<file path="src/hdl/ckmt_pkg.sv">
// Shared constants and types for the checkerboard memory test sequencer.
`timescale 1ns / 1ps
`default_nettype none

package ckmt_pkg;

  // Memory size in bytes, as a power of two
  localparam int MEM_BYTES_LOG2 = 17;

  // Derived widths
  localparam int ADDR_W = MEM_BYTES_LOG2;      // byte address
  localparam int IDX_W  = MEM_BYTES_LOG2 - 1;  // position within one half
  localparam int LVL_W  = 5;                   // block level, j = 2^level
  localparam int DATA_W = 16;
  localparam int ERR_W  = 32;
  localparam int PASS_W = 16;

  // Packed beat widths
  localparam int S_TDATA_W = 16;
  localparam int M_FIELDS_W = 1 + ADDR_W + DATA_W + 1 + ERR_W + 1 + PASS_W + 1;
  localparam int M_TDATA_W = ((M_FIELDS_W + 7) / 8) * 8;

  // Register defaults and masks
  localparam logic [DATA_W-1:0] PATTERN_RESET = 16'hA0A0;
  localparam logic [DATA_W-1:0] BYTE_MASK     = 16'h00FF;
  localparam logic [DATA_W-1:0] WORD_MASK     = 16'hFFFF;
  localparam logic [PASS_W-1:0] PASS_RESET    = 16'd1;

  // Configuration register index (paddr[3:2])
  typedef enum logic [1:0] {
    REG_WORD_MODE    = 2'd0,
    REG_TEST_PATTERN = 2'd1,
    REG_PASS_COUNT   = 2'd2,
    REG_UNUSED       = 2'd3
  } reg_index_t;

  // Input command
  typedef enum logic {
    OP_START   = 1'b0,
    OP_ADVANCE = 1'b1
  } opcode_t;

endpackage

`default_nettype wire

</file>
<file path="src/hdl/checker_memory_test_sequencer.sv">
// Checkerboard memory test sequencer: access generation, readback compare, APB registers.
//
//  channel | direction | beat contents
//  s_*     | in        | tuser: opcode; tdata: read_data
//  m_*     | out       | tuser: is_write; tdata: access_valid, byte_address, access_data,
//          |           |   mismatch, error_total, pass_done, pass_number, test_done
//  apb     | in        | word_mode @0x0, test_pattern @0x4, pass_count @0x8
//
// One beat in, one beat out; a beat is accepted every cycle while the output
// register is empty or being drained. The result is registered: the position step,
// readback compare and address forming all sit between the state registers and
// the output register. rst clears all state and the registers to their defaults.
// A stall on m_tready holds the output beat and blocks s_tready.
`timescale 1ns / 1ps
`default_nettype none

module checker_memory_test_sequencer (
  input  wire logic                             clk,
  input  wire logic                             rst,
  // input stream
  input  wire logic                             s_tvalid,
  output logic                                  s_tready,
  input  wire logic [ckmt_pkg::S_TDATA_W-1:0]   s_tdata,  // [15:0] read_data
  input  wire logic                             s_tuser,  // [0] opcode
  // result stream
  output logic                                  m_tvalid,
  input  wire logic                             m_tready,
  // [0] access_valid, [17:1] byte_address, [33:18] access_data, [34] mismatch,
  // [66:35] error_total, [67] pass_done, [83:68] pass_number, [84] test_done
  output logic [ckmt_pkg::M_TDATA_W-1:0]        m_tdata,
  output logic                                  m_tuser,  // [0] is_write
  // configuration
  input  wire logic                             psel,
  input  wire logic                             penable,
  input  wire logic                             pwrite,
  input  wire logic [3:0]                       paddr,
  input  wire logic [31:0]                      pwdata,
  output logic [31:0]                           prdata,
  output logic                                  pready
);

  localparam int ADDR_W = ckmt_pkg::ADDR_W;
  localparam int IDX_W  = ckmt_pkg::IDX_W;
  localparam int LVL_W  = ckmt_pkg::LVL_W;
  localparam int DATA_W = ckmt_pkg::DATA_W;
  localparam int ERR_W  = ckmt_pkg::ERR_W;
  localparam int PASS_W = ckmt_pkg::PASS_W;

  // Configuration registers
  logic              word_mode;
  logic [DATA_W-1:0] test_pattern;
  logic [PASS_W-1:0] pass_count;

  // Sequencer state
  logic              running;
  logic              finished;
  logic [PASS_W-1:0] pass_index;
  logic [LVL_W-1:0]  block_level;
  logic              check_phase;
  logic              odd_half;
  logic [IDX_W-1:0]  element_index;
  logic [ERR_W-1:0]  error_count;

  logic              running_next;
  logic              finished_next;
  logic [PASS_W-1:0] pass_index_next;
  logic [LVL_W-1:0]  block_level_next;
  logic              check_phase_next;
  logic              odd_half_next;
  logic [IDX_W-1:0]  element_index_next;
  logic [ERR_W-1:0]  error_count_next;

  // Result fields
  logic              access_valid;
  logic              is_write;
  logic [ADDR_W-1:0] byte_address;
  logic [DATA_W-1:0] access_data;
  logic              mismatch;
  logic              pass_done;

  logic                        in_accept;
  ckmt_pkg::opcode_t           opcode;
  logic [DATA_W-1:0]           read_data;
  ckmt_pkg::reg_index_t        reg_sel;
  logic                        cfg_write;

  assign pready    = 1'b1;
  assign s_tready  = !m_tvalid || m_tready;
  assign in_accept = s_tvalid && s_tready;
  assign opcode    = ckmt_pkg::opcode_t'(s_tuser);
  assign read_data = s_tdata[DATA_W-1:0];
  assign reg_sel   = ckmt_pkg::reg_index_t'(paddr[3:2]);
  assign cfg_write = psel && penable && pwrite && pready;

  // Register write
  always_ff @(posedge clk) begin
    if (rst) begin
      word_mode    <= 1'b0;
      test_pattern <= ckmt_pkg::PATTERN_RESET;
      pass_count   <= ckmt_pkg::PASS_RESET;
    end else if (cfg_write) begin
      case (reg_sel)
        ckmt_pkg::REG_WORD_MODE:    word_mode    <= pwdata[0];
        ckmt_pkg::REG_TEST_PATTERN: test_pattern <= pwdata[DATA_W-1:0];
        ckmt_pkg::REG_PASS_COUNT:   pass_count   <= pwdata[PASS_W-1:0];
        default: ;
      endcase
    end
  end

  // Register read
  always_comb begin
    case (reg_sel)
      ckmt_pkg::REG_WORD_MODE:    prdata = {31'd0, word_mode};
      ckmt_pkg::REG_TEST_PATTERN: prdata = {{(32-DATA_W){1'b0}}, test_pattern};
      ckmt_pkg::REG_PASS_COUNT:   prdata = {{(32-PASS_W){1'b0}}, pass_count};
      default:                    prdata = 32'd0;
    endcase
  end

  // Mode-dependent sizes and the expected value at the current position
  logic [LVL_W-1:0]  elem_log2;
  logic [IDX_W:0]    half_size;
  logic [DATA_W-1:0] data_mask;
  logic [DATA_W-1:0] expected_now;
  logic [IDX_W:0]    index_inc;
  logic [LVL_W-1:0]  level_inc;
  logic [PASS_W-1:0] pass_inc;

  assign elem_log2 = word_mode ? LVL_W'(ckmt_pkg::MEM_BYTES_LOG2 - 1)
                               : LVL_W'(ckmt_pkg::MEM_BYTES_LOG2);
  assign half_size = (IDX_W+1)'(1) << (elem_log2 - LVL_W'(1));
  assign data_mask = word_mode ? ckmt_pkg::WORD_MASK : ckmt_pkg::BYTE_MASK;
  assign expected_now = (odd_half ? ~test_pattern : test_pattern) & data_mask;
  assign index_inc = {1'b0, element_index} + (IDX_W+1)'(1);
  assign level_inc = block_level + LVL_W'(1);
  assign pass_inc  = pass_index + PASS_W'(1);

  // Next state: start, or readback check plus one position step; idle advances hold
  always_comb begin
    running_next       = running;
    finished_next      = finished;
    pass_index_next    = pass_index;
    block_level_next   = block_level;
    check_phase_next   = check_phase;
    odd_half_next      = odd_half;
    element_index_next = element_index;
    error_count_next   = error_count;
    mismatch           = 1'b0;
    pass_done          = 1'b0;
    if (opcode == ckmt_pkg::OP_START) begin
      error_count_next   = '0;
      pass_index_next    = '0;
      block_level_next   = '0;
      check_phase_next   = 1'b0;
      odd_half_next      = 1'b0;
      element_index_next = '0;
      running_next       = (pass_count != '0);
      finished_next      = (pass_count == '0);
    end else if (running) begin
      // compare the read just completed
      if (check_phase && ((read_data & data_mask) != expected_now)) begin
        mismatch = 1'b1;
        if (error_count != '1) begin
          error_count_next = error_count + ERR_W'(1);
        end
      end
      // position step: element, half, phase, level, pass
      if (index_inc < half_size) begin
        element_index_next = index_inc[IDX_W-1:0];
      end else begin
        element_index_next = '0;
        if (!odd_half) begin
          odd_half_next = 1'b1;
        end else begin
          odd_half_next = 1'b0;
          if (!check_phase) begin
            check_phase_next = 1'b1;
          end else begin
            check_phase_next = 1'b0;
            if (level_inc < elem_log2) begin
              block_level_next = level_inc;
            end else begin
              block_level_next = '0;
              pass_done        = 1'b1;
              pass_index_next  = pass_inc;
              if (pass_inc >= pass_count || pass_inc == '0) begin
                running_next  = 1'b0;
                finished_next = 1'b1;
              end
            end
          end
        end
      end
    end
  end

  // Access forming from the new position: split index around the level bit
  logic [ADDR_W:0] low_mask;
  logic [ADDR_W:0] index_ext;
  logic [ADDR_W:0] element_addr;
  logic [ADDR_W:0] scaled_addr;

  assign low_mask  = ~({(ADDR_W+1){1'b1}} << block_level_next);
  assign index_ext = (ADDR_W+1)'(element_index_next);
  assign element_addr = ((index_ext & ~low_mask) << 1)
                      | ((ADDR_W+1)'(odd_half_next) << block_level_next)
                      | (index_ext & low_mask);
  assign scaled_addr = word_mode ? (element_addr << 1) : element_addr;

  always_comb begin
    access_valid = running_next;
    is_write     = 1'b0;
    byte_address = '0;
    access_data  = '0;
    if (running_next) begin
      is_write     = !check_phase_next;
      byte_address = scaled_addr[ADDR_W-1:0];
      access_data  = (odd_half_next ? ~test_pattern : test_pattern) & data_mask;
    end
  end

  // State update on each accepted beat
  always_ff @(posedge clk) begin
    if (rst) begin
      running       <= 1'b0;
      finished      <= 1'b0;
      pass_index    <= '0;
      block_level   <= '0;
      check_phase   <= 1'b0;
      odd_half      <= 1'b0;
      element_index <= '0;
      error_count   <= '0;
    end else if (in_accept) begin
      running       <= running_next;
      finished      <= finished_next;
      pass_index    <= pass_index_next;
      block_level   <= block_level_next;
      check_phase   <= check_phase_next;
      odd_half      <= odd_half_next;
      element_index <= element_index_next;
      error_count   <= error_count_next;
    end
  end

  // Output register
  always_ff @(posedge clk) begin
    if (rst) begin
      m_tvalid <= 1'b0;
    end else if (in_accept) begin
      m_tvalid <= 1'b1;
    end else if (m_tready) begin
      m_tvalid <= 1'b0;
    end
  end

  always_ff @(posedge clk) begin
    if (in_accept) begin
      m_tuser <= is_write;
      m_tdata <= ckmt_pkg::M_TDATA_W'({finished_next, pass_index_next, pass_done,
                                       error_count_next, mismatch, access_data,
                                       byte_address, access_valid});
    end
  end

endmodule

`default_nettype wire
</file>
<file path="config.mk">
export PLATFORM = sky130hd
export DESIGN_NAME = checker_memory_test_sequencer
export DESIGN_NICKNAME = d
export VERILOG_FILES = /design/src/hdl/ckmt_pkg.sv /design/src/hdl/checker_memory_test_sequencer.sv
export SDC_FILE = /design/constraint.sdc
export NUM_CORES = 1
export LEC_CHECK = 0
export ABC_AREA = 0
export BUFFER_PORTS_ARGS = -buffer_cell sky130_fd_sc_hd__buf_2
export CORE_ASPECT_RATIO = 0.8
export CORE_UTILIZATION = 45
export CTS_CLUSTER_DIAMETER = 60
export CTS_CLUSTER_SIZE = 24
export DETAILED_ROUTE_END_ITERATION = 8
export PLACE_DENSITY_LB_ADDON = 0.05
export SLEW_MARGIN = 20
export SYNTH_ARGS = -nofsm -noshare
export SYNTH_HDL_FRONTEND = slang
export SYNTH_SLANG_ARGS = --single-unit
</file>
<file path="constraint.sdc">
create_clock -name clk -period 4.3 [get_ports clk]
set_input_delay 0.215 -clock clk [delete_from_list [all_inputs] [get_ports clk]]
set_output_delay 0.215 -clock clk [all_outputs]
set_load 0.02 [all_outputs]
</file>
# Yosys cells after proc, flatten, opt, wreduce, memory -nomap -nowiden
# Cells that the tools add are included.
# totals
regBits	193
latchBits	0
ramBits	0
mem_bits_ro	0
in_bits	60
output_inout_bits	124
memories	0
# classes
addsub	5
multipliers	0
div_mod_pow	0
magnitude_cmp	3
eq_ne	4
n_shift	3
muxes	52
bitwise	15
n_reduce_logical	19
# ops
operator	n
two-way mux 16 bit	12
two-way mux 32 bit	4
AND 16 bit	4
one-hot mux 16 bit (3 select lines)	1
bitwise OR 17 bit	2
adder 32 x 1 -> 32 bit, second input constant	1
zero test 16 bit	2
inequality test 32 bit, second input constant	1
NOT 16 bit	2
two-way mux 5 bit	6
two-way mux 1 bit	28
left shift 18 x 5 -> 17 bit, first input constant	1
adder 16 x 1 -> 17 bit, second input constant	1
AND 16 x 17 -> 17 bit	1
< comparator 17 bit	1
two-way mux 17 bit	1
NOT 17 bit	1
left shift 1 x 5 -> 17 bit	1
left shift 1 x 5 -> 17 bit, first input constant	1
adder 16 x 1 -> 16 bit, second input constant	1
greater-or-equal comparator 16 bit	1
inequality test 16 bit	1
nonzero test 16 bit	1
AND reduction 2 bit	4
other kinds (13)	22

# Longest topological paths before layout
# Gate-level depths: netlist of the first run.
# depth
ltp_word	15
ltp_mapped	16
depth_no_buf	14

# Least setup slack after synthesis of the first run
# OpenSTA, ideal clock, no wires.
# synth_path
path_type	reg2reg
start	register m_tvalid
end	register error_count[20]
setup_ns	0.268
t_arrival_ns	3.903
path_slack_ns	0.129
stages_incl_launch_ff	7
n_path_buf	2
synth_period_minus_slack_ns	4.171
cell_sequence	dfxtp_1 nand2b_1 nand2_1 inv_1 clkbuf_1 clkbuf_1 o211ai_1
# synth_via
elab_chain_cells	3
# synth_rtl
element	line	text
from (decl)	checker_memory_test_sequencer.sv:26	output logic m_tvalid,
from (signal assigned)	checker_memory_test_sequencer.sv:249	m_tvalid <= 1'b0;
from (signal assigned)	checker_memory_test_sequencer.sv:251	m_tvalid <= 1'b1;
from (signal assigned)	checker_memory_test_sequencer.sv:253	m_tvalid <= 1'b0;
zero test 1 bit	checker_memory_test_sequencer.sv:88	assign s_tready = !m_tvalid || m_tready;
logical OR 1 bit	checker_memory_test_sequencer.sv:88	
named net s_tready	checker_memory_test_sequencer.sv:22	output logic s_tready,
logical AND 1 bit	checker_memory_test_sequencer.sv:89	assign in_accept = s_tvalid && s_tready;
named net in_accept	checker_memory_test_sequencer.sv:81	logic in_accept;
to (signal assigned)	checker_memory_test_sequencer.sv:242	error_count <= error_count_next;
to (decl)	checker_memory_test_sequencer.sv:62	logic [ERR_W-1:0] error_count;
# The timed path passes the listed nets, and every way through them passes these cells.
# A chain may end at the register's enable or synchronous reset.

# Final worst setup path of the first run
# layout_path
start	register pass_index[1]
end	register m_tdata[14] (netlist bit) (data pin)
# layout_via
elab_chain_cells	10
elab_cells_between_ends	11
# layout_rtl
element	line	text
from (decl)	checker_memory_test_sequencer.sv:57	logic [PASS_W-1:0] pass_index;
from (signal assigned)	checker_memory_test_sequencer.sv:237	pass_index <= pass_index_next;
adder 16 x 1 -> 16 bit (*)	checker_memory_test_sequencer.sv:137	assign pass_inc = pass_index + PASS_W'(1);
greater-or-equal comparator 16 bit or zero test 16 bit (tied branches)	checker_memory_test_sequencer.sv:187	if (pass_inc >= pass_count || pass_inc == '0) begin
logical OR 1 bit (*)	checker_memory_test_sequencer.sv:187	
two-way mux 1 bit (*)	checker_memory_test_sequencer.sv:187	
two-way mux 1 bit (*)	checker_memory_test_sequencer.sv:181	if (level_inc < elem_log2) begin
two-way mux 1 bit (*)	checker_memory_test_sequencer.sv:177	if (!check_phase) begin
two-way mux 1 bit (*)	checker_memory_test_sequencer.sv:173	if (!odd_half) begin
two-way mux 1 bit (*)	checker_memory_test_sequencer.sv:169	if (index_inc < half_size) begin
two-way mux 1 bit (*)	checker_memory_test_sequencer.sv:160	end else if (running) begin
two-way mux 1 bit (*)	checker_memory_test_sequencer.sv:151	if (opcode == ckmt_pkg::OP_START) begin
named net access_valid	checker_memory_test_sequencer.sv:74	logic access_valid;
to (signal assigned)	checker_memory_test_sequencer.sv:260	m_tdata <= ckmt_pkg::M_TDATA_W'({finished_next, pass_index_next, pass_done,
to (decl)	checker_memory_test_sequencer.sv:30	output logic [ckmt_pkg::M_TDATA_W-1:0] m_tdata,
# Mark *: on every way through the listed nets, which the timed path passes. The rest lies on a longest branch.

==> results of run 1 <==
-- per-layer routing --
metal	routed length, microns	up-vias	GRT usage	part of all wire
li1	-	5061	-	-
met3	1650	28	0.0387	0.051
met1	16400	4869	0.373	0.51
met2	13900	269	0.360	0.43
met4	338	0	0.0589	0.010
met5	0	-	0	0
-- worst max-delay path: stages, from the launching register on --
cell and delay [ps]:
sky130_fd_sc_hd__dfxtp_1 470, sky130_fd_sc_hd__ha_1 290, sky130_fd_sc_hd__nand3_1 280, sky130_fd_sc_hd__nor2_2 290, sky130_fd_sc_hd__and4_1 250, sky130_fd_sc_hd__xnor2_1 150
sky130_fd_sc_hd__ha_1 270, sky130_fd_sc_hd__a21oi_1 180, sky130_fd_sc_hd__o22ai_1 100, sky130_fd_sc_hd__a2111oi_0 340, sky130_fd_sc_hd__o31ai_1 190, sky130_fd_sc_hd__o31a_1 380
sky130_fd_sc_hd__inv_6 130, sky130_fd_sc_hd__nand2_2 230, sky130_fd_sc_hd__o22ai_1 280
-- final timing paths --
path / start / endpoint
setup reg to reg: pass_index[1] / m_tdata[14]
hold reg to reg: element_index[8] / element_index[8]
hold / removal: pwdata[7] / test_pattern[7]
setup / recovery: pass_index[1] / m_tdata[14]
-- cell usage after synthesis (5+ instances only) --
library cell / n
sky130_fd_sc_hd__a31oi_1: 24
sky130_fd_sc_hd__nor3b_1: 5
sky130_fd_sc_hd__o211ai_1: 6
sky130_fd_sc_hd__a22oi_1: 6
sky130_fd_sc_hd__a211oi_1: 6
sky130_fd_sc_hd__nand3_2: 5
sky130_fd_sc_hd__xor2_1: 39
sky130_fd_sc_hd__and4_1: 5
sky130_fd_sc_hd__ha_1: 23
sky130_fd_sc_hd__nand3_1: 54
sky130_fd_sc_hd__a21oi_1: 121
sky130_fd_sc_hd__buf_4: 24
sky130_fd_sc_hd__nand2_1: 221
sky130_fd_sc_hd__a221oi_1: 5
sky130_fd_sc_hd__mux2i_1: 9
sky130_fd_sc_hd__clkbuf_1: 49
sky130_fd_sc_hd__dfxtp_1: 107
sky130_fd_sc_hd__inv_1: 35
sky130_fd_sc_hd__or4_1: 6
sky130_fd_sc_hd__buf_1: 5
sky130_fd_sc_hd__a22o_1: 15
sky130_fd_sc_hd__nor2_1: 125
sky130_fd_sc_hd__o31ai_1: 11
sky130_fd_sc_hd__and3_1: 12
sky130_fd_sc_hd__o22ai_1: 5
sky130_fd_sc_hd__or3_1: 13
sky130_fd_sc_hd__nand2b_1: 10
sky130_fd_sc_hd__and2_1: 10
sky130_fd_sc_hd__o41ai_1: 5
sky130_fd_sc_hd__nor3_1: 45
sky130_fd_sc_hd__a21boi_0: 5
sky130_fd_sc_hd__o21ai_0: 36
sky130_fd_sc_hd__nor4_1: 17
sky130_fd_sc_hd__nand4_1: 25
sky130_fd_sc_hd__edfxtp_1: 86
sky130_fd_sc_hd__buf_2: 22
sky130_fd_sc_hd__a32oi_1: 8
sky130_fd_sc_hd__xnor2_1: 64
-- logic make-up after synthesis --
kind of cell	Yosys count	share of synthesized area
adders and majority gates	23	0.0250
DFF	193	0.410
and+or+nand+nor	585	0.248
xor gates and xnor gates	103	0.0782
other	2	0.000651
AOI/OAI and AO/OA	299	0.168
buffers and inverters	146	0.0623
muxes	10	0.00879
-- cell usage in the layout, fill, tap and decap left out, drive strengths merged, types with 14 or more instances in the layout --
cell type  synthesis  layout
a21oi            122     122
a22o              15      15
a31oi             24      24
and3              14      14
buf               55     173
clkbuf            52      20
conb               2      20
dfxtp            107     107
edfxtp            86      86
ha                23      23
inv               37      45
nand2            223     223
nand3             60      60
nand4             29      29
nor2             125     125
nor3              46      46
nor4              20      20
o21ai             37      37
or3               15      15
xnor2             64      64
xor2              39      39
-- area by class of cell --
| cell class | count | area (sq um) |
|---|---|---|
| antenna | 1 | 2.50 |
| clock buffer | 20 | 469 |
| clock inverter | 12 | 110 |
| fill | 2473 | 12200 |
| inverter | 38 | 150 |
| multi-input combinational | 1040 | 6220 |
| sequential | 193 | 4720 |
| tap | 324 | 405 |
| timing repair buffer | 179 | 998 |
-- report_power, final --
part	total (mW)	switching (mW)	internal (mW)
clock	1.60	0.781	0.816
combinational	0.339	0.250	0.0894
sequential	1.98	0.0183	1.96
total	3.91	1.05	2.86
-- per-stage QoR --
step,cells,hold WS [ps],cell area [sq um],util
after global placement,1768,467,12400,0.491
after global routing,1807,2.09,13100,0.518
after CTS,1806,0.0764,13000,0.516
final,1807,8.50,13100,0.518
after detailed placement,1768,467,12400,0.491
after floorplan,1379,339,11600,-
-- repair_timing --
action / in CTS / in global routing
hold buffers: 6 / 0
gates resized for setup: 0 / 9
setup endpoints to repair: 0 / 9
endpoints found under the hold margin: 6 / 0
-- sequential cells by signal, indices dropped and copies added, names as in the netlist, 5 cells and up --
| signal | flops |
|---|---|
| test_pattern | 16 |
| error_count | 32 |
| block_level | 5 |
| m_tdata | 85 |
| pass_count | 16 |
| element_index | 16 |
| pass_index | 16 |
==> impl_metrics.json, run 1 <==
{
  "synthArstFlopShare": 0,
  "synth_cell_type_count": 90,
  "clock-root-buffer": "sky130_fd_sc_hd__clkbuf_16",
  "synth.top_cell.area_share": 0.224,
  "first_global_vias": 9179,
  "ff2ff_setup_slack_ps": 290,
  "cts_sinks": 193,
  "pre_cts_slack_ps": 344,
  "outcome": "finished clean",
  "end_kind": "flop",
  "report.power.total_mw": 3.91,
  "synth_top_cell_by_area": "sky130_fd_sc_hd__edfxtp_1",
  "post_cts_setup_inserts": 0,
  "hold_path_class": "in -> reg",
  "globalRouteTotalUtil": 0.245,
  "detailedRoute.firstPassIterationCount": 7,
  "coreArea_sq_um": 25200,
  "vias": 10200,
  "timing.max_slew.rel_slack": 0.279,
  "io_buffers": 145,
  "cts_max_path_buffers": 2,
  "hold_path_stages": 3,
  "detailed_route_drc_error_count": 0,
  "clkSlewWorstSetupHoldPaths_ps": 80,
  "syn-mean-instance-area_sq_um": 8.47,
  "overflow": 0,
  "number_of_antenna_violations_at_the_first_check_in_global_routing": 1,
  "timing_worst_setup_path_type": "reg -> reg",
  "fin_crit_sh": 0.932,
  "dieHeight_microns": 145,
  "final_nets": 1552,
  "static-leakage-power_nw": 4.72,
  "synthTopCellsByArea": "sky130_fd_sc_hd__edfxtp_1, sky130_fd_sc_hd__dfxtp_1, sky130_fd_sc_hd__nand2_1, sky130_fd_sc_hd__a21oi_1, sky130_fd_sc_hd__xnor2_1",
  "layout-drive-gt1-share": 0.169,
  "final_critical_path_setup_slack_ps": 294,
  "drt.antenna.violating_nets": 0,
  "critical_path.max_fanout": 10,
  "clock-skew-final_ps": 16.1,
  "worst_skew_pair.late_latency_ps": 450,
  "synthFlopType": "sky130_fd_sc_hd__dfxtp_1",
  "post_drt_via_cell_ratio": 5.66,
  "number_of_setup_violations_in_the_final_report": 0,
  "setup_tns_ps": 0,
  "number_of_primary_i_o_pins": 184,
  "die_area_sq_um": 26300,
  "fmax_ghz": 0.250,
  "detail_route.wirelength_microns": 32200,
  "synth_seq_area_share": 0.410,
  "ir_drop_mv": 0.255,
  "horizontal_die_dimension_microns": 181,
  "post_synth_edffs": 86,
  "worst_slew_pin_slew_ps": 1080,
  "mappedNetlistArea_sq_um": 11500,
  "grt_setup_unrepaired": "false",
  "report.final.slew_viol_count": 0,
  "grt_pass1_wl_microns": 51000,
  "period_needed_ps": 4010,
  "cts_tree": "done",
  "start_util": 0.457,
  "syn_to_final_growth_pct": 13.4,
  "htreeDepth": 4,
  "postSynthCellCount": 1361,
  "inserted_clock_buffers": 17,
  "maximum_number_of_pins_on_one_net_before_global_route_repair": 82,
  "core.rowCount": 52,
  "data_arrival_time_of_the_critical_path_ps": 4280,
  "synth.yosys.warnings": 0,
  "timing.final.hold_violations": 0,
  "timing.critical_path.required_ps": 4580,
  "power-per-cell-area_nw_per_um2": 299,
  "worst_setup_path_start_kind": "flop",
  "routabilityCongestion": 0.897,
  "total_half_perimeter_wirelength_after_legalization_and_detailed_placement_microns": 22300,
  "drv_cap": 0,
  "detail_route.iter0.violations": 903,
  "wl_per_cell_microns": 17.8,
  "worst-r2r-cell-count": 14,
  "number_of_flip_flops_and_latches_in_the_synthesized_netlist": 193
}
Note: power is estimated with default switching activity, not from simulation.
==> inputs of run 2 (changes only) <==
--- a/config.mk
+++ b/config.mk
@@ -6,12 +6,12 @@
 export NUM_CORES = 1
 export LEC_CHECK = 0
 export ABC_AREA = 0
-export BUFFER_PORTS_ARGS = -buffer_cell sky130_fd_sc_hd__buf_2
 export CORE_ASPECT_RATIO = 0.8
 export CORE_UTILIZATION = 45
 export CTS_CLUSTER_DIAMETER = 60
 export CTS_CLUSTER_SIZE = 24
 export DETAILED_ROUTE_END_ITERATION = 8
+export DONT_BUFFER_PORTS = 1
 export PLACE_DENSITY_LB_ADDON = 0.05
 export SLEW_MARGIN = 20
 export SYNTH_ARGS = -nofsm -noshare
==> impl_metrics.json, run 2 (synthesis results as in run 1) <==
{
  "total_half_perimeter_wirelength_after_legalization_and_detailed_placement_microns": 21900,
  "placed_area_sq_um": 11700,
  "post_cts_setup_inserts": 0,
  "largest_register_ff_count": 85,
  "number_of_antenna_violations_at_the_first_check_in_global_routing": 0,
  "horizontal_die_dimension_microns": 181,
  "setup_tns_ps": 0,
  "final_critical_path_setup_slack_ps": 259,
  "worst_setup_path_start_kind": "flop",
  "cts_sinks": 193,
  "critical_path.max_stage_delay_ps": 460,
  "cts_tree": "done",
  "clock-skew-final_ps": 19.5,
  "drv_cap": 0,
  "detailedRoute.firstPassIterationCount": 7,
  "worst_slew_pin_slew_ps": 1000,
  "layout.cells.most_common_list": "sky130_fd_sc_hd__nand2_1, sky130_fd_sc_hd__nor2_1, sky130_fd_sc_hd__a21oi_1, sky130_fd_sc_hd__dfxtp_1, sky130_fd_sc_hd__edfxtp_1",
  "data_arrival_time_of_the_critical_path_ps": 4220,
  "io_buffers": 0,
  "outcome": "finished clean",
  "fin_crit_sh": 0.940,
  "dieHeight_microns": 145,
  "grt_pass1_wl_microns": 51600,
  "layoutNonFillerInstCount": 1680,
  "detailed_route_drc_error_count": 0,
  "htreeDepth": 4,
  "critical_path.max_fanout": 10,
  "inserted_clock_buffers": 17,
  "number_of_primary_i_o_pins": 184,
  "final_nets": 1426,
  "overflow": 0,
  "clkSlewWorstSetupHoldPaths_ps": 80,
  "coreArea_sq_um": 25200,
  "vias": 9755,
  "core.rowCount": 52,
  "detail_route.iter0.violations": 724,
  "layout.cell_area.non_filler_sq_um": 12600,
  "crit_path_max_delay_family": "compound AO/OA/AOI/OAI gates",
  "routabilityCongestion": 0.950,
  "registers.top_by_ff_count": "m_tdata",
  "placed_insts": 1626,
  "wl_per_cell_microns": 19.4,
  "insertedDiodeCount": 0,
  "post_drt_via_cell_ratio": 5.81,
  "timing_worst_setup_path_type": "reg -> reg",
  "end_kind": "flop",
  "pre_cts_slack_ps": 307,
  "globalRouteTotalUtil": 0.248,
  "worst_skew_pair.late_latency_ps": 440,
  "combined_buffer_and_inverter_count_along_the_critical_path": 1,
  "timing.max_slew.rel_slack": 0.330,
  "timing.final.hold_violations": 0,
  "timing.critical_path.required_ps": 4480,
  "grt_setup_unrepaired": "false",
  "power-per-cell-area_nw_per_um2": 315,
  "start_util": 0.457,
  "syn_to_final_growth_pct": 9.59,
  "reg_top3": "m_tdata: 85 flops, error_count: 32 flops",
  "detail_route.wirelength_microns": 32600,
  "maximum_number_of_pins_on_one_net_before_global_route_repair": 97,
  "clock-root-buffer": "sky130_fd_sc_hd__clkbuf_16",
  "ir_drop_mv": 0.281,
  "fmax_ghz": 0.247,
  "first_global_vias": 8941,
  "period_needed_ps": 4040,
  "cts_max_path_buffers": 2,
  "hold_path_class": "in -> reg",
  "worstPathCellList": "nand4_1 -> nor2_1 -> nand4_1 -> nor2_1 -> xor2_1 -> ha_1 -> o21ai_1 -> buf_4 -> a21o_2 -> or3_1 -> a21oi_1 -> o21ai_0 -> o31a_1 -> o21ai_0 -> a21oi_1",
  "drt.antenna.violating_nets": 0,
  "number_of_setup_violations_in_the_final_report": 0,
  "crit_path_top_delay_cell": "sky130_fd_sc_hd__a21oi_1",
  "report.final.slew_viol_count": 0,
  "final_common_cell": "sky130_fd_sc_hd__nand2_1",
  "layout-drive-gt1-share": 0.0782,
  "static-leakage-power_nw": 4.22,
  "die_area_sq_um": 26300
}
-- run 2: changes by cell type in the layout (fill, tap and decap cells not counted), sizes merged --
cell,change
dlygate4sd3,+15
inv,-2
diode,-1
buf,-141
clkinv,+4
clkbuf,-3
bufinv,+1
-- run 2: timing repair --
action / in CTS / in global routing
endpoints found under the hold margin: 104 / 1
setup endpoints to repair: 0 / 12
hold buffers: 21 / 1
resized for setup: 0 / 9
-- run 2: worst paths after layout --
| kind | to | from | slack (ps) | cells after the start |
|---|---|---|---|---|
| max | m_tdata[2] | element_index[7] | 260 | 15 |
| max reg2reg | m_tdata[2] | element_index[7] | 260 | 15 |
| min reg2reg | pass_count[15] | pass_count[15] | 500 | 2 |
| min | error_count[4] | s_tuser | 20 | 2 |
-- run 2: layout make-up --
class / count / area [sq um]
Clock buffer: 17 / 425
Clock inverter: 15 / 228
Inverter: 38 / 150
Fill cell: 2480 / 12600
Sequential cell: 193 / 4720
Multi-Input combinational cell: 1040 / 6230
Timing Repair Buffer: 53 / 470
Tap cell: 324 / 405
-- run 2: metal layers --
metal | part of all wire | up-vias | GRT usage
met2 | 0.42 | 294 | 0.358
met3 | 0.049 | 37 | 0.0354
met1 | 0.52 | 4605 | 0.387
met4 | 0.011 | 0 | 0.0551
met5 | 0 | - | 0
li1 | - | 4819 | -
-- run 2: worst register-to-register path, delay by kind of cell, from the launching register on --
family | cells | cell delay [ps]
compound gates | 7 | 1550
xor+xnor | 1 | 90
fa+ha+maj | 1 | 320
buf+inv | 1 | 160
flops | 1 | 420
simple gates | 5 | 1260
-- run 2: power by group --
group | internal (mW) | total, mW | switching, mW | leakage [nW]
registers | 1.96 | 2.04 | 0.0746 | 1.73
clock network | 0.865 | 1.72 | 0.856 | 0.313
logic | 0.0582 | 0.228 | 0.169 | 2.17
total | 2.89 | 3.98 | 1.10 | 4.22
-- run 2: through the flow --
stage	hold WS, ps	utilization	power [mW]
after floorplan	339	-	2.25
after global placement	295	0.463	2.27
after detailed placement	294	0.463	2.27
after CTS	0.459	0.498	4.03
after global routing	32.0	0.501	4.13
final	16.1	0.501	3.98
==> inputs of run 3 (changes only) <==
--- a/config.mk
+++ b/config.mk
@@ -7,7 +7,7 @@
 export LEC_CHECK = 0
 export ABC_AREA = 0
 export CORE_ASPECT_RATIO = 0.8
-export CORE_UTILIZATION = 45
+export CORE_UTILIZATION = 50
 export CTS_CLUSTER_DIAMETER = 60
 export CTS_CLUSTER_SIZE = 24
 export DETAILED_ROUTE_END_ITERATION = 8
==> impl_metrics.json, run 3 (synthesis results as in run 1) <==
{
  "critical_path.max_fanout": 10,
  "routabilityCongestion": 0.914,
  "detailed_route_drc_error_count": 0,
  "power-per-cell-area_nw_per_um2": 309,
  "number_of_primary_i_o_pins": 184,
  "first_global_vias": 8731,
  "final_critical_path_setup_slack_ps": 299,
  "drv_cap": 0,
  "report.power.total_mw": 3.86,
  "fin_crit_sh": 0.930,
  "detail_route.wirelength_microns": 31100,
  "coreArea_sq_um": 22600,
  "hold_path_class": "in -> reg",
  "outcome": "finished clean",
  "layout.cell_area.non_filler_sq_um": 12500,
  "timing.final.hold_violations": 0,
  "number_of_setup_violations_in_the_final_report": 0,
  "globalRouteTotalUtil": 0.269,
  "fmax_ghz": 0.250,
  "vias": 9833,
  "post_cts_setup_inserts": 0,
  "worst_slew_pin_slew_ps": 956,
  "timing.critical_path.required_ps": 4480,
  "post_drt_via_cell_ratio": 5.92,
  "detail_route.iter0.violations": 915,
  "horizontal_die_dimension_microns": 172,
  "timing_worst_setup_path_type": "reg -> reg",
  "htreeDepth": 4,
  "grt_pass1_wl_microns": 49500,
  "clkSlewWorstSetupHoldPaths_ps": 70,
  "layout.cells.most_common_list": "sky130_fd_sc_hd__nand2_1, sky130_fd_sc_hd__nor2_1, sky130_fd_sc_hd__a21oi_1, sky130_fd_sc_hd__dfxtp_1, sky130_fd_sc_hd__edfxtp_1",
  "worst_skew_pair.late_latency_ps": 440,
  "final_common_cell": "sky130_fd_sc_hd__nand2_1",
  "insertedDiodeCount": 0,
  "registers.top_by_ff_count": "m_tdata",
  "cts_tree": "done",
  "filler_cell_count": 2145,
  "number_of_antenna_violations_at_the_first_check_in_global_routing": 0,
  "end_kind": "flop",
  "static-leakage-power_nw": 4.17,
  "die_area_sq_um": 23700,
  "dieHeight_microns": 138,
  "start_util": 0.511,
  "reg_top3": "m_tdata: 85 flops, error_count: 32 flops",
  "report.final.slew_viol_count": 0,
  "maximum_number_of_pins_on_one_net_before_global_route_repair": 98,
  "layout-drive-gt1-share": 0.0775,
  "timing.max_slew.rel_slack": 0.362,
  "clock-root-buffer": "sky130_fd_sc_hd__clkbuf_16",
  "largest_register_ff_count": 85,
  "data_arrival_time_of_the_critical_path_ps": 4180,
  "io_buffers": 0,
  "total_half_perimeter_wirelength_after_legalization_and_detailed_placement_microns": 20800,
  "wl_per_cell_microns": 18.8,
  "inserted_clock_buffers": 17,
  "pre_cts_slack_ps": 280,
  "ir_drop_mv": 0.283,
  "core.rowCount": 49,
  "detailedRoute.firstPassIterationCount": 5,
  "placed_area_sq_um": 11700,
  "cts_max_path_buffers": 2,
  "clock-skew-final_ps": 19.1,
  "setup_tns_ps": 0,
  "overflow": 0,
  "cts_sinks": 193,
  "period_needed_ps": 4000,
  "drt.antenna.violating_nets": 0,
  "grt_setup_unrepaired": "true",
  "final_nets": 1424,
  "syn_to_final_growth_pct": 8.37,
  "worst_setup_path_start_kind": "flop"
}
run 3: where the power goes:
| part | total (mW) | switching [mW] | internal, mW | leakage, nW |
|---|---|---|---|---|
| Sequential | 2.04 | 0.0745 | 1.96 | 1.73 |
| Combinational | 0.226 | 0.169 | 0.0576 | 2.16 |
| Clock | 1.60 | 0.802 | 0.793 | 0.285 |
run 3: path summary, 6_finish.rpt:
kind / start / endpoint / slack, ps / cells past startpoint
max: element_index[7] / m_tdata[14] / 300 / 15
min: s_tuser / error_count[4] / 30 / 2
max reg2reg: element_index[7] / m_tdata[14] / 300 / 15
min reg2reg: element_index[14] / element_index[14] / 490 / 2
run 3: cell type report:
cell class / count / area, sq um / share of cell area
Clock buffer: 18 / 439 / 0.0351
Clock inverter: 14 / 143 / 0.0114
Inverter: 38 / 150 / 0.0120
Multi-Input combinational cell: 1040 / 6200 / 0.497
Sequential cell: 193 / 4720 / 0.378
Tap cell: 306 / 383 / 0.0306
Timing Repair Buffer: 51 / 450 / 0.0361
run 3: worst max-delay path, cell delays in order, from the launching register on:
cell	delay, ps
sky130_fd_sc_hd__dfxtp_1	420
sky130_fd_sc_hd__nand4_1	200
sky130_fd_sc_hd__nor2_1	230
sky130_fd_sc_hd__nand4_1	230
sky130_fd_sc_hd__nor2_1	180
sky130_fd_sc_hd__xor2_1	80
sky130_fd_sc_hd__ha_1	290
sky130_fd_sc_hd__o21ai_1	80
sky130_fd_sc_hd__a21o_1	320
sky130_fd_sc_hd__o31ai_2	510
sky130_fd_sc_hd__nor2_1	260
sky130_fd_sc_hd__and3_1	260
sky130_fd_sc_hd__mux2_2	260
sky130_fd_sc_hd__a31oi_1	200
sky130_fd_sc_hd__buf_4	150
sky130_fd_sc_hd__o22ai_1	60
run 3: per-layer routing:
metal  vias to the layer above  routed length (microns)  track usage
met1                      4661                    15800        0.413
li1                       4815                        -            -
met2                       339                    13100        0.392
met3                        18                     2000       0.0451
met5                         -                        0            0
met4                         0                      263       0.0511
run 3: timing repair:
item                       4_1_cts  5_1_grt
hold buffers                    20        0
resized for setup                0        4
hold endpoints to repair       105        0
setup endpoints to repair        0        5
run 3: metrics by stage:
stage	hold WS [ps]	util	cells
floorplan	339	-	1379
detailed placement	295	0.517	1608
global placement	295	0.517	1608
global route	24.7	0.554	1660
CTS	9.29	0.553	1660
finish	26.4	0.554	1660
